<file path="config.mk">
export PLATFORM = sky130hd
export DESIGN_NAME = sorted_event_queue_core
export DESIGN_NICKNAME = d
export VERILOG_FILES = /design/src/rtl/core/seq_pkg.sv /design/src/rtl/core/seq_ram.sv /design/src/rtl/core/seq_ctrl.sv /design/src/rtl/core/seq_out.sv /design/src/rtl/core/sorted_event_queue_core.sv
export SDC_FILE = /design/constraint.sdc
export NUM_CORES = 1
export LEC_CHECK = 0
export ABC_AREA = 1
export BUFFER_PORTS_ARGS = -buffer_cell sky130_fd_sc_hd__buf_2
export CAP_MARGIN = 20
export CORE_ASPECT_RATIO = 1.75
export CORE_MARGIN = 3
export CORE_UTILIZATION = 28
export DETAILED_ROUTE_END_ITERATION = 10
export GPL_TIMING_DRIVEN = 0
export PLACE_DENSITY = 0.4
export SLEW_MARGIN = 20
export SYNTH_ARGS = -nofsm -noshare
export SYNTH_HDL_FRONTEND = slang
export SYNTH_HIERARCHICAL = 1
export SYNTH_SLANG_ARGS = --single-unit
</file>
<file path="constraint.sdc">
create_clock -name clk -period 4.1 [get_ports clk]
set_input_delay 0.82 -clock clk [delete_from_list [all_inputs] [get_ports clk]]
set_output_delay 0.82 -clock clk [all_outputs]
set_load 0.1 [all_outputs]
</file>
<file path="src/rtl/core/seq_pkg.sv">
package seq_pkg;

	localparam int DEPTH_DEFAULT = 16;

	localparam int MODE_W   = 2;
	localparam int TIME_W   = 32;
	localparam int LENGTH_W = 16;
	localparam int STATUS_W = 2;
	localparam int OCC_W    = 5;

	localparam logic [MODE_W-1:0] MODE_INSERT = 2'd0;
	localparam logic [MODE_W-1:0] MODE_PEEK   = 2'd1;
	localparam logic [MODE_W-1:0] MODE_REMOVE = 2'd2;

	localparam logic [STATUS_W-1:0] STATUS_OK    = 2'd0;
	localparam logic [STATUS_W-1:0] STATUS_EMPTY = 2'd1;
	localparam logic [STATUS_W-1:0] STATUS_FULL  = 2'd2;

	typedef struct packed {
		logic [TIME_W-1:0]   ev_time;
		logic                ev_kind;
		logic [LENGTH_W-1:0] ev_length;
	} seq_entry_t;

	localparam int ENTRY_W = $bits(seq_entry_t);

	typedef struct packed {
		logic [STATUS_W-1:0] status;
		seq_entry_t          head;
		logic [OCC_W-1:0]    occupancy;
	} seq_res_t;

endpackage

</file>
<file path="src/rtl/core/seq_ram.sv">
module seq_ram #(
	parameter int WIDTH = 8,
	parameter int DEPTH = 16
) (
	input  logic                     clk,
	input  logic                     we,
	input  logic [$clog2(DEPTH)-1:0] waddr,
	input  logic [WIDTH-1:0]         wdata,
	input  logic [$clog2(DEPTH)-1:0] raddr,
	output logic [WIDTH-1:0]         rdata
);

	logic [WIDTH-1:0] mem [DEPTH];
	logic [WIDTH-1:0] rdata_q;

	always_ff @(posedge clk) begin
		if (we) begin
			mem[waddr] <= wdata;
		end
		rdata_q <= mem[raddr];
	end

	assign rdata = rdata_q;

endmodule

</file>
<file path="src/rtl/core/seq_ctrl.sv">
module seq_ctrl import seq_pkg::*; #(
	parameter int QUEUE_DEPTH = DEPTH_DEFAULT
) (
	input  logic                           clk,
	input  logic                           arst_n,
	input  logic                           in_valid,
	output logic                           in_stall,
	input  logic [MODE_W-1:0]              mode,
	input  seq_entry_t                     in_entry,
	output logic                           ram_we,
	output logic [$clog2(QUEUE_DEPTH)-1:0] ram_waddr,
	output seq_entry_t                     ram_wdata,
	output logic [$clog2(QUEUE_DEPTH)-1:0] ram_raddr,
	input  seq_entry_t                     ram_rdata,
	output logic                           res_valid,
	input  logic                           res_ready,
	output seq_res_t                       res
);

	localparam int AW = $clog2(QUEUE_DEPTH);
	localparam int CW = $clog2(QUEUE_DEPTH + 1);
	localparam logic [AW:0] DEPTH_A = (AW+1)'(QUEUE_DEPTH);
	localparam logic [CW-1:0] DEPTH_C = CW'(QUEUE_DEPTH);

	typedef enum logic [2:0] {
		S_IDLE,
		S_INS,
		S_PUT,
		S_HEAD,
		S_EMIT
	} state_t;

	state_t          state_q;
	logic [AW-1:0]   head_q;
	logic [CW-1:0]   count_q;
	logic [AW-1:0]   pos_q;
	logic [MODE_W-1:0] op_q;
	seq_entry_t      new_q;
	seq_res_t        res_q;

	logic            accept;
	logic            cnt_full;
	logic            cnt_zero;
	logic [CW-1:0]   cnt_inc;
	logic [CW-1:0]   cnt_dec;
	logic [AW-1:0]   pos_last;
	logic            shift_up;

	function automatic logic [AW-1:0] to_phys(input logic [AW-1:0] base,
			input logic [AW-1:0] idx);
		logic [AW:0] s;
		s = {1'b0, base} + {1'b0, idx};
		if (s >= DEPTH_A) begin
			s = s - DEPTH_A;
		end
		return s[AW-1:0];
	endfunction

	assign in_stall  = (state_q != S_IDLE);
	assign accept    = in_valid && !in_stall;
	assign cnt_full  = (count_q == DEPTH_C);
	assign cnt_zero  = (count_q == '0);
	assign cnt_inc   = count_q + CW'(1);
	assign cnt_dec   = count_q - CW'(1);
	assign pos_last  = AW'(count_q) - AW'(1);
	assign shift_up  = (ram_rdata.ev_time > new_q.ev_time);
	assign res_valid = (state_q == S_EMIT);
	assign res       = res_q;

	always_comb begin
		ram_we    = 1'b0;
		ram_waddr = to_phys(head_q, pos_q);
		ram_wdata = new_q;
		ram_raddr = head_q;
		unique case (state_q)
			S_IDLE: begin
				if (accept && mode == MODE_INSERT && !cnt_full) begin
					if (cnt_zero) begin
						ram_we    = 1'b1;
						ram_waddr = head_q;
						ram_wdata = in_entry;
					end else begin
						ram_raddr = to_phys(head_q, pos_last);
					end
				end
			end
			S_INS: begin
				ram_we = 1'b1;
				if (shift_up) begin
					ram_wdata = ram_rdata;
					ram_raddr = to_phys(head_q, pos_q - AW'(2));
				end
			end
			S_PUT: begin
				ram_we = 1'b1;
			end
			default: begin
			end
		endcase
	end

	always_ff @(posedge clk or negedge arst_n) begin
		if (!arst_n) begin
			state_q <= S_IDLE;
			head_q  <= '0;
			count_q <= '0;
			pos_q   <= '0;
			op_q    <= MODE_INSERT;
			new_q   <= '0;
			res_q   <= '0;
		end else begin
			unique case (state_q)
				S_IDLE: begin
					if (accept) begin
						new_q <= in_entry;
						op_q  <= mode;
						res_q <= '0;
						unique case (mode)
							MODE_INSERT: begin
								if (cnt_full) begin
									res_q.status    <= STATUS_FULL;
									res_q.occupancy <= OCC_W'(count_q);
									state_q         <= S_EMIT;
								end else if (cnt_zero) begin
									count_q         <= cnt_inc;
									res_q.status    <= STATUS_OK;
									res_q.occupancy <= OCC_W'(cnt_inc);
									state_q         <= S_EMIT;
								end else begin
									pos_q   <= AW'(count_q);
									state_q <= S_INS;
								end
							end
							MODE_PEEK, MODE_REMOVE: begin
								if (cnt_zero) begin
									res_q.status    <= STATUS_EMPTY;
									res_q.occupancy <= OCC_W'(count_q);
									state_q         <= S_EMIT;
								end else begin
									state_q <= S_HEAD;
								end
							end
							default: begin
								res_q.status    <= STATUS_OK;
								res_q.occupancy <= OCC_W'(count_q);
								state_q         <= S_EMIT;
							end
						endcase
					end
				end
				S_INS: begin
					if (shift_up) begin
						pos_q <= pos_q - AW'(1);
						if (pos_q == AW'(1)) begin
							state_q <= S_PUT;
						end
					end else begin
						count_q         <= cnt_inc;
						res_q.status    <= STATUS_OK;
						res_q.occupancy <= OCC_W'(cnt_inc);
						state_q         <= S_EMIT;
					end
				end
				S_PUT: begin
					count_q         <= cnt_inc;
					res_q.status    <= STATUS_OK;
					res_q.occupancy <= OCC_W'(cnt_inc);
					state_q         <= S_EMIT;
				end
				S_HEAD: begin
					res_q.status <= STATUS_OK;
					res_q.head   <= ram_rdata;
					if (op_q == MODE_REMOVE) begin
						head_q          <= to_phys(head_q, AW'(1));
						count_q         <= cnt_dec;
						res_q.occupancy <= OCC_W'(cnt_dec);
					end else begin
						res_q.occupancy <= OCC_W'(count_q);
					end
					state_q <= S_EMIT;
				end
				S_EMIT: begin
					if (res_ready) begin
						state_q <= S_IDLE;
					end
				end
				default: begin
					state_q <= S_IDLE;
				end
			endcase
		end
	end

endmodule

</file>
<file path="src/rtl/core/seq_out.sv">
module seq_out import seq_pkg::*; (
	input  logic                clk,
	input  logic                arst_n,
	input  logic                res_valid,
	output logic                res_ready,
	input  seq_res_t            res,
	output logic                out_valid,
	input  logic                out_stall,
	output logic [STATUS_W-1:0] status,
	output logic [TIME_W-1:0]   head_time,
	output logic                head_kind,
	output logic [LENGTH_W-1:0] head_length,
	output logic [OCC_W-1:0]    occupancy
);

	logic     valid_q;
	seq_res_t data_q;

	assign res_ready = !valid_q || !out_stall;

	always_ff @(posedge clk or negedge arst_n) begin
		if (!arst_n) begin
			valid_q <= 1'b0;
		end else if (res_ready) begin
			valid_q <= res_valid;
		end
	end

	always_ff @(posedge clk) begin
		if (res_ready && res_valid) begin
			data_q <= res;
		end
	end

	assign out_valid   = valid_q;
	assign status      = data_q.status;
	assign head_time   = data_q.head.ev_time;
	assign head_kind   = data_q.head.ev_kind;
	assign head_length = data_q.head.ev_length;
	assign occupancy   = data_q.occupancy;

endmodule

</file>
<file path="src/rtl/core/sorted_event_queue_core.sv">
// Accept to out_valid: full/empty/no-op and insert into an empty queue go to S_EMIT,
// peek/remove via S_HEAD, other inserts via S_INS while entries move (S_PUT if the new
// entry becomes head), then seq_out. One item at a time: next beat is taken in S_IDLE.
// Insert cost is one RAM read/write per moved entry (circular buffer, single RAM).
// arst_n clears the count, head pointer and FSM; slot contents are not cleared.
module sorted_event_queue_core import seq_pkg::*; #(
	parameter int QUEUE_DEPTH = DEPTH_DEFAULT
) (
	input  logic                clk,
	input  logic                arst_n,
	input  logic                in_valid,
	output logic                in_stall,
	input  logic [MODE_W-1:0]   mode,
	input  logic [TIME_W-1:0]   event_time,
	input  logic                event_kind,
	input  logic [LENGTH_W-1:0] event_length,
	output logic                out_valid,
	input  logic                out_stall,
	output logic [STATUS_W-1:0] status,
	output logic [TIME_W-1:0]   head_time,
	output logic                head_kind,
	output logic [LENGTH_W-1:0] head_length,
	output logic [OCC_W-1:0]    occupancy
);

	localparam int AW = $clog2(QUEUE_DEPTH);

	seq_entry_t    in_entry;
	logic          ram_we;
	logic [AW-1:0] ram_waddr;
	seq_entry_t    ram_wdata;
	logic [AW-1:0] ram_raddr;
	logic [ENTRY_W-1:0] ram_rdata;
	logic          res_valid;
	logic          res_ready;
	seq_res_t      res;

	assign in_entry.ev_time   = event_time;
	assign in_entry.ev_kind   = event_kind;
	assign in_entry.ev_length = event_length;

	seq_ram #(
		.WIDTH(ENTRY_W),
		.DEPTH(QUEUE_DEPTH)
	) u_ram (
		.clk   (clk),
		.we    (ram_we),
		.waddr (ram_waddr),
		.wdata (ram_wdata),
		.raddr (ram_raddr),
		.rdata (ram_rdata)
	);

	seq_ctrl #(
		.QUEUE_DEPTH(QUEUE_DEPTH)
	) u_ctrl (
		.clk       (clk),
		.arst_n    (arst_n),
		.in_valid  (in_valid),
		.in_stall  (in_stall),
		.mode      (mode),
		.in_entry  (in_entry),
		.ram_we    (ram_we),
		.ram_waddr (ram_waddr),
		.ram_wdata (ram_wdata),
		.ram_raddr (ram_raddr),
		.ram_rdata (seq_entry_t'(ram_rdata)),
		.res_valid (res_valid),
		.res_ready (res_ready),
		.res       (res)
	);

	seq_out u_out (
		.clk         (clk),
		.arst_n      (arst_n),
		.res_valid   (res_valid),
		.res_ready   (res_ready),
		.res         (res),
		.out_valid   (out_valid),
		.out_stall   (out_stall),
		.status      (status),
		.head_time   (head_time),
		.head_kind   (head_kind),
		.head_length (head_length),
		.occupancy   (occupancy)
	);

endmodule

</file>
Word level (Yosys, flattened, before mapping)
Memories as Yosys holds them, arrays and structs flattened. A register that Yosys moved wholly into a read port is not among the register bits.
Cells that the tools add are included.
Storage, ports and cells
  register bits after elaboration: 180
  input port bits: 55
  ROM bits: 0
  word-level logic and storage cells: 138
  latch bits: 0
  output and inout bits: 58
  memory bits (writable): 784
  memories kept: 1
Memory list
  u_ram.mem: words 16, bits a word 49, rd ports 1, clocked after Yosys merged registers in 1, write ports 1, line seq_ram.sv:13  | logic [WIDTH-1:0] mem [DEPTH];
Operators by class
  reductions and logical operators: 28
  divide/modulo/power cells: 0
  shifts and indexed selects: 0
  equality and inequality tests: 18
  $lt $le $gt $ge: 5
  multipliers: 0
  add/subtract/negate cells: 13
  multiplexer cells: 54
  bitwise logic cells: 0
Operators by type and width (number)
  one-hot mux 49 bit (2 select lines): 2
  two-way mux 49 bit: 3
  two-way mux 4 bit: 15
  two-way mux 56 bit: 1
  two-way mux 5 bit: 9
  one-hot mux 5 bit (4 select lines): 2
  > comparator 32 bit: 1
  subtractor 4 x 1 -> 4 bit, second input constant: 6
  two-way mux 3 bit: 7
  >= comparator 5 bit, second input constant: 4
  one-hot mux 4 bit (2 select lines): 2
  adder 4 x 4 -> 5 bit: 3
  one-hot mux 3 bit (4 select lines): 1
  AND reduction 6 bit: 2
  one-hot mux 5 bit (2 select lines): 1
  AND reduction 3 bit: 3
  != test 2 x 1 -> 1 bit, second input constant: 4
  != test 2 bit, second input constant: 4
  == test 3 x 2 -> 1 bit, second input constant: 2
  one-hot mux 2 bit (3 select lines): 1
  one-hot mux 3 bit (2 select lines): 1
  AND reduction 2 bit: 3
  nonzero test 3 bit: 2
  OR reduction 2 bit: 3
  23 further kinds: 36

Longest topological paths before layout
  depth in word-level cells: 9
  mapped depth: 28
  gate-level depth less buffers: 25

Modules after synthesis
The synthesis kept the hierarchy.
By module, submodules not included
  seq_ram: area an instance 34707.0 um^2, seq. area each 24523.5 um^2, times used 1, cells each 3231
  seq_ctrl: area an instance 8838.5 um^2, seq. area each 3078.0 um^2, times used 1, cells each 1279
  seq_out: area an instance 1722.9 um^2, seq. area each 1706.6 um^2, times used 1, cells each 61

Worst setup path before layout
No wires, ideal clock.
  kind: input-to-reg
  start: input mode[0]
  end: memory u_ram/mem[10][0] (netlist name) (enable)
  path buffers: 1
  data arrival time: 4.102 ns
  library setup time: 0.456 ns
  setup slack: -0.458 ns
  stages: 11
  data required time: 3.644 ns
  path through: inv_1 ha_1 inv_1 nor2_8 nand2_4 clkinv_2 buf_4 nand2_1 o21ai_1 nand3b_1 nor2_1
On the way
  elaborated cells on any way between the ends: 9
  classes of those cells: mux: 6; reduce/logical: 3
RTL lines
  start: declaration: line sorted_event_queue_core.sv:13  | input logic [MODE_W-1:0] mode,
  zero test 2 bit: line seq_ctrl.sv:77  | if (accept && mode == MODE_INSERT && !cnt_full) begin
  logical AND 1 bit (2 in series): line seq_ctrl.sv:77
  two-way mux 4 bit: line seq_ctrl.sv:77
  two-way mux 4 bit: line seq_ctrl.sv:75  | unique case (state_q)
  named net ram_waddr[2]: line sorted_event_queue_core.sv:30  | logic [AW-1:0] ram_waddr;
  end: declaration: line seq_ram.sv:13
The timed path passes the listed nets, and every way through them passes these cells.

Final worst setup path
  start: register u_ctrl/new_q[38] (netlist name)
  end: register u_ram.rdata_q[43], in the netlist u_ram/rdata[43], read port of u_ram.mem
On the way
  word-level cells in the longest chain between the ends: 3
RTL lines
  start: declaration: line seq_ctrl.sv:38  | seq_entry_t new_q;
  start signal: assignment: line seq_ctrl.sv:115  | new_q <= in_entry;
  > comparator 32 bit: line seq_ctrl.sv:66  | assign shift_up = (ram_rdata.ev_time > new_q.ev_time);
  two-way mux 4 bit: line seq_ctrl.sv:89  | if (shift_up) begin
  one-hot mux 4 bit (2 select lines): line seq_ctrl.sv:75
  named net ram_raddr[2]: line sorted_event_queue_core.sv:32  | logic [AW-1:0] ram_raddr;
  end: declaration: line seq_ram.sv:14  | logic [WIDTH-1:0] rdata_q;
The timed path passes the listed nets, and every way through them passes these cells.
A chain may end at the register's enable or synchronous reset.

==> impl_metrics.yaml <==
status:
  status: "complete, no violations"
timing:
  tightest_slew_ns: 1.14
  min_period_ns: 4.08
  slew_headroom_pct: 23.8
  fmax_ghz: 0.245
  finalSetupTns_ns: 0
  hold_violations: 0
  period_share_pct: 99.6
  final-max-slew-violation-count: 0
  finClkSkew_ns: 0.0416
  hold_slack_ns: 0.381
  setup_viol: 0
  rsz0062_at_grt: "yes"
cts:
  clock-sinks: 1013
  cts_buffers: 99
  clock_latency_ns: 0.72
  htree_levels: 3
  cts_buffer_depth: 3
  clk_pin_slew_ns: 0.07
  cts_tree: "done"
  cts_root_buffer: "clkbuf_16"
global_route:
  antenna_found_initial: 6
  grt_max_degree: 80
  grt_use_total_pct: 21.5
  first_global_vias: 32000
  grt_overflow: 0
  grt_first_pass_wirelength_um: 249000
power_and_ir_drop:
  internal_power_mw: 27.7
  leakagePower_nw: 23.5
  peakVddDrop_mv: 0.517
  comb_power_share_pct: 49.5
  power.density_nw_per_um2: 966
  netSwitchingFraction_pct: 47.2
  p_clk_share_pct: 18.3
  p_seq_share_pct: 32.1
  power_switching_mw: 24.7
floorplan:
  core_area_um2: 160000
  start_util_pct: 28.3
  die-area_um2: 167000
  die_w_um: 310
  io_pins: 113
  num_rows: 194
  die-height_um: 538
route:
  dr_wl_met2_um: 98100
  wl_met3_um: 6810
  firstDrtPassIters: 5
  post_drt_via_cell_ratio: 4.71
  wl_um: 182000
  wl_per_cell_um: 25.9
  antenna_left: 0
  first_iter_violations: 2444
  vias: 33000
  highest_layer: "met4"
  wl_met1_um: 64700
  route.detailed.drc: 0
critical_path:
  crit_arrival_ns: 4.64
  required_ns: 4.65
  crit_fanout: 10
  criticalPathCategory: "reg -> reg"
  end_kind: "register"
  start_kind: "register"
placed_design:
  place_congestion: 0.908
  dp.final_hpwl_um: 134000
  port_buffers: 112
layout:
  layout_commonest_cell: "nand2_1"
  drive_above_1_share_pct: 13.2
  nFillCells: 16300
  final_nets: 4977
  syn_to_final_growth_pct: 19.9
  utilization_pct: 33.9
  final_cell_mix: "nand2_1, edfxtp_1, nand3_1, inv_1, buf_2"
synthesis:
  synth.net_count: 4678
  ys_async_sr_fraction_pct: 12.2
  synth_edf_count: 840
  synthDistinctLibCells: 43
  yosysTopAreaCellShare_pct: 55.7
  yosys_warnings: 6
  synth.avg_cell_area_um2: 9.90
  syn_inst: 4571
  synthesis.area_um2: 45300
  synth_ff_type: "edfxtp_1"
  synth-seq-area-share_pct: 64.7
  ys_top_cells_by_area: "edfxtp_1, nand2_1, nand3_1, dfrtp_1, inv_1"
  yosys.area.top_type: "edfxtp_1"
  ys_seq_elements: 1013
flow_run:
  cap_viol_max_count: 0
min_path:
  worstHoldPathType: "in -> reg"
-- area by class of cell --
class                   instances  area (um^2)  area share (%)
plain buffers                 234         2030            3.74
repair buffers                202         2190            4.04
clock inverters                54          546            1.01
well taps                    2058         2570            4.75
diodes                          5         12.5          0.0231
flip-flops and latches       1013        29300            54.0
inverters                     696         2640            4.86
multi-input cells            2624        12100            22.4
clock buffers                 131         2820            5.19
-- state kept, by name, summed over array words and instances, names as in the netlist --
name / count
u_ctrl/pos_q: 4
u_ram/rdata: 49
u_ctrl/op_q: 2
u_out/head_time: 32
u_ctrl/new_q: 49
u_ctrl/count_q: 5
u_ctrl/res: 56
u_out/head_length: 16
u_out/occupancy: 5
u_out/out_valid: 1
u_ctrl/state_q: 3
u_out/head_kind: 1
u_ctrl/head_q: 4
u_out/status: 2
u_ram/mem: 784
-- path summary, 6_finish.rpt --
check	to	cells past startpoint	slack [ns]	start
worst min register to register	u_out/head_length[0]	0	0.45	u_ctrl/res[5]
min in group asynchronous	u_ctrl/res[23]	2	0.61	arst_n
max in group asynchronous	u_ctrl/new_q[41]	3	2.65	arst_n
worst max register to register	u_ram/rdata[43]	20	0.02	u_ctrl/new_q[38]
worst min-delay path	u_ctrl/new_q[3]	3	0.38	event_length[3]
worst max-delay path	u_ram/rdata[43]	20	0.02	u_ctrl/new_q[38]
-- stage by stage --
step           instances  area, um^2  setup WS (ns)  total power [mW]
6_report            7017       54300         0.0168              52.4
5_1_grt             7014       54300        -0.0328              54.9
4_1_cts             7000       54000       0.000650              52.6
3_5_place_dp        6793       49800          -1.29              42.1
3_3_place_gp        6741       48400          -4.66              41.6
2_1_floorplan       4571       45300         -0.458              30.2
-- cells in the mapped netlist, types with 9 or more instances --
cell type	count
o21ai_0	36
dfxtp_1	49
inv_1	681
buf_2	106
edfxtp_1	840
o21ai_1	43
buf_1	26
nand3_1	758
nand2_1	1446
nor2_1	91
dfrtp_1	124
o211ai_1	9
clkbuf_1	24
xor2_1	13
a21oi_1	122
inv_2	9
buf_6	39
nand4_1	17
buf_4	43
ha_1	49
-- repair_timing --
item                       4_1_cts  5_1_grt
setup endpoints to repair      308      154
gates resized for setup        210       41
buffers inserted                24       13
pin swaps                       15        8
hold buffers                     1        0
hold endpoints to repair        29        0
-- power groups by stage --
stage / registers (mW) / clock network [mW] / logic [mW]
CTS: 16.8 / 9.86 / 25.9
detailed placement: 17.1 / 0 / 25.0
global placement: 17.2 / 0 / 24.4
floorplan: 17.5 / 0 / 12.7
finish: 16.8 / 9.60 / 26.0
global route: 17.0 / 10.2 / 27.7
-- critical path, cell delays in order, from the launching register on --
cell     delay [ns]
dfrtp_1        0.41
inv_2          0.13
ha_1           0.31
nand2_1        0.06
nor2_2         0.13
nand4_1        0.35
nor2_2         0.31
nand2_1        0.10
nand2_2        0.12
buf_12         0.18
buf_6          0.19
nand3_1        0.08
nand3_1        0.17
nand3_1        0.12
buf_6          0.19
inv_4          0.15
buf_12         0.20
buf_6          0.22
nand3_1        0.11
nand3_1        0.18
nand2_2        0.14
-- per-layer routing --
| layer | global-route usage [%] | up-vias |
|---|---|---|
| met5 | 0 | - |
| met4 | 13.1 | 0 |
| met3 | 2.24 | 364 |
| met2 | 41.0 | 1017 |
| met1 | 22.5 | 16200 |
| li1 | - | 15500 |
-- logic make-up (layout without fill, tap and decap cells) --
family / count (synthesis) / in the layout / share of synthesized area, %
other cells: 0 / 5 / 0
simple gates: 2335 / 2335 / 21.8
buf+inv: 934 / 1317 / 9.07
fa+ha+maj: 52 / 52 / 1.49
compound gates: 220 / 220 / 2.55
flops: 1013 / 1013 / 64.7
xor+xnor: 17 / 17 / 0.329
(Power assumes the default switching activity.)
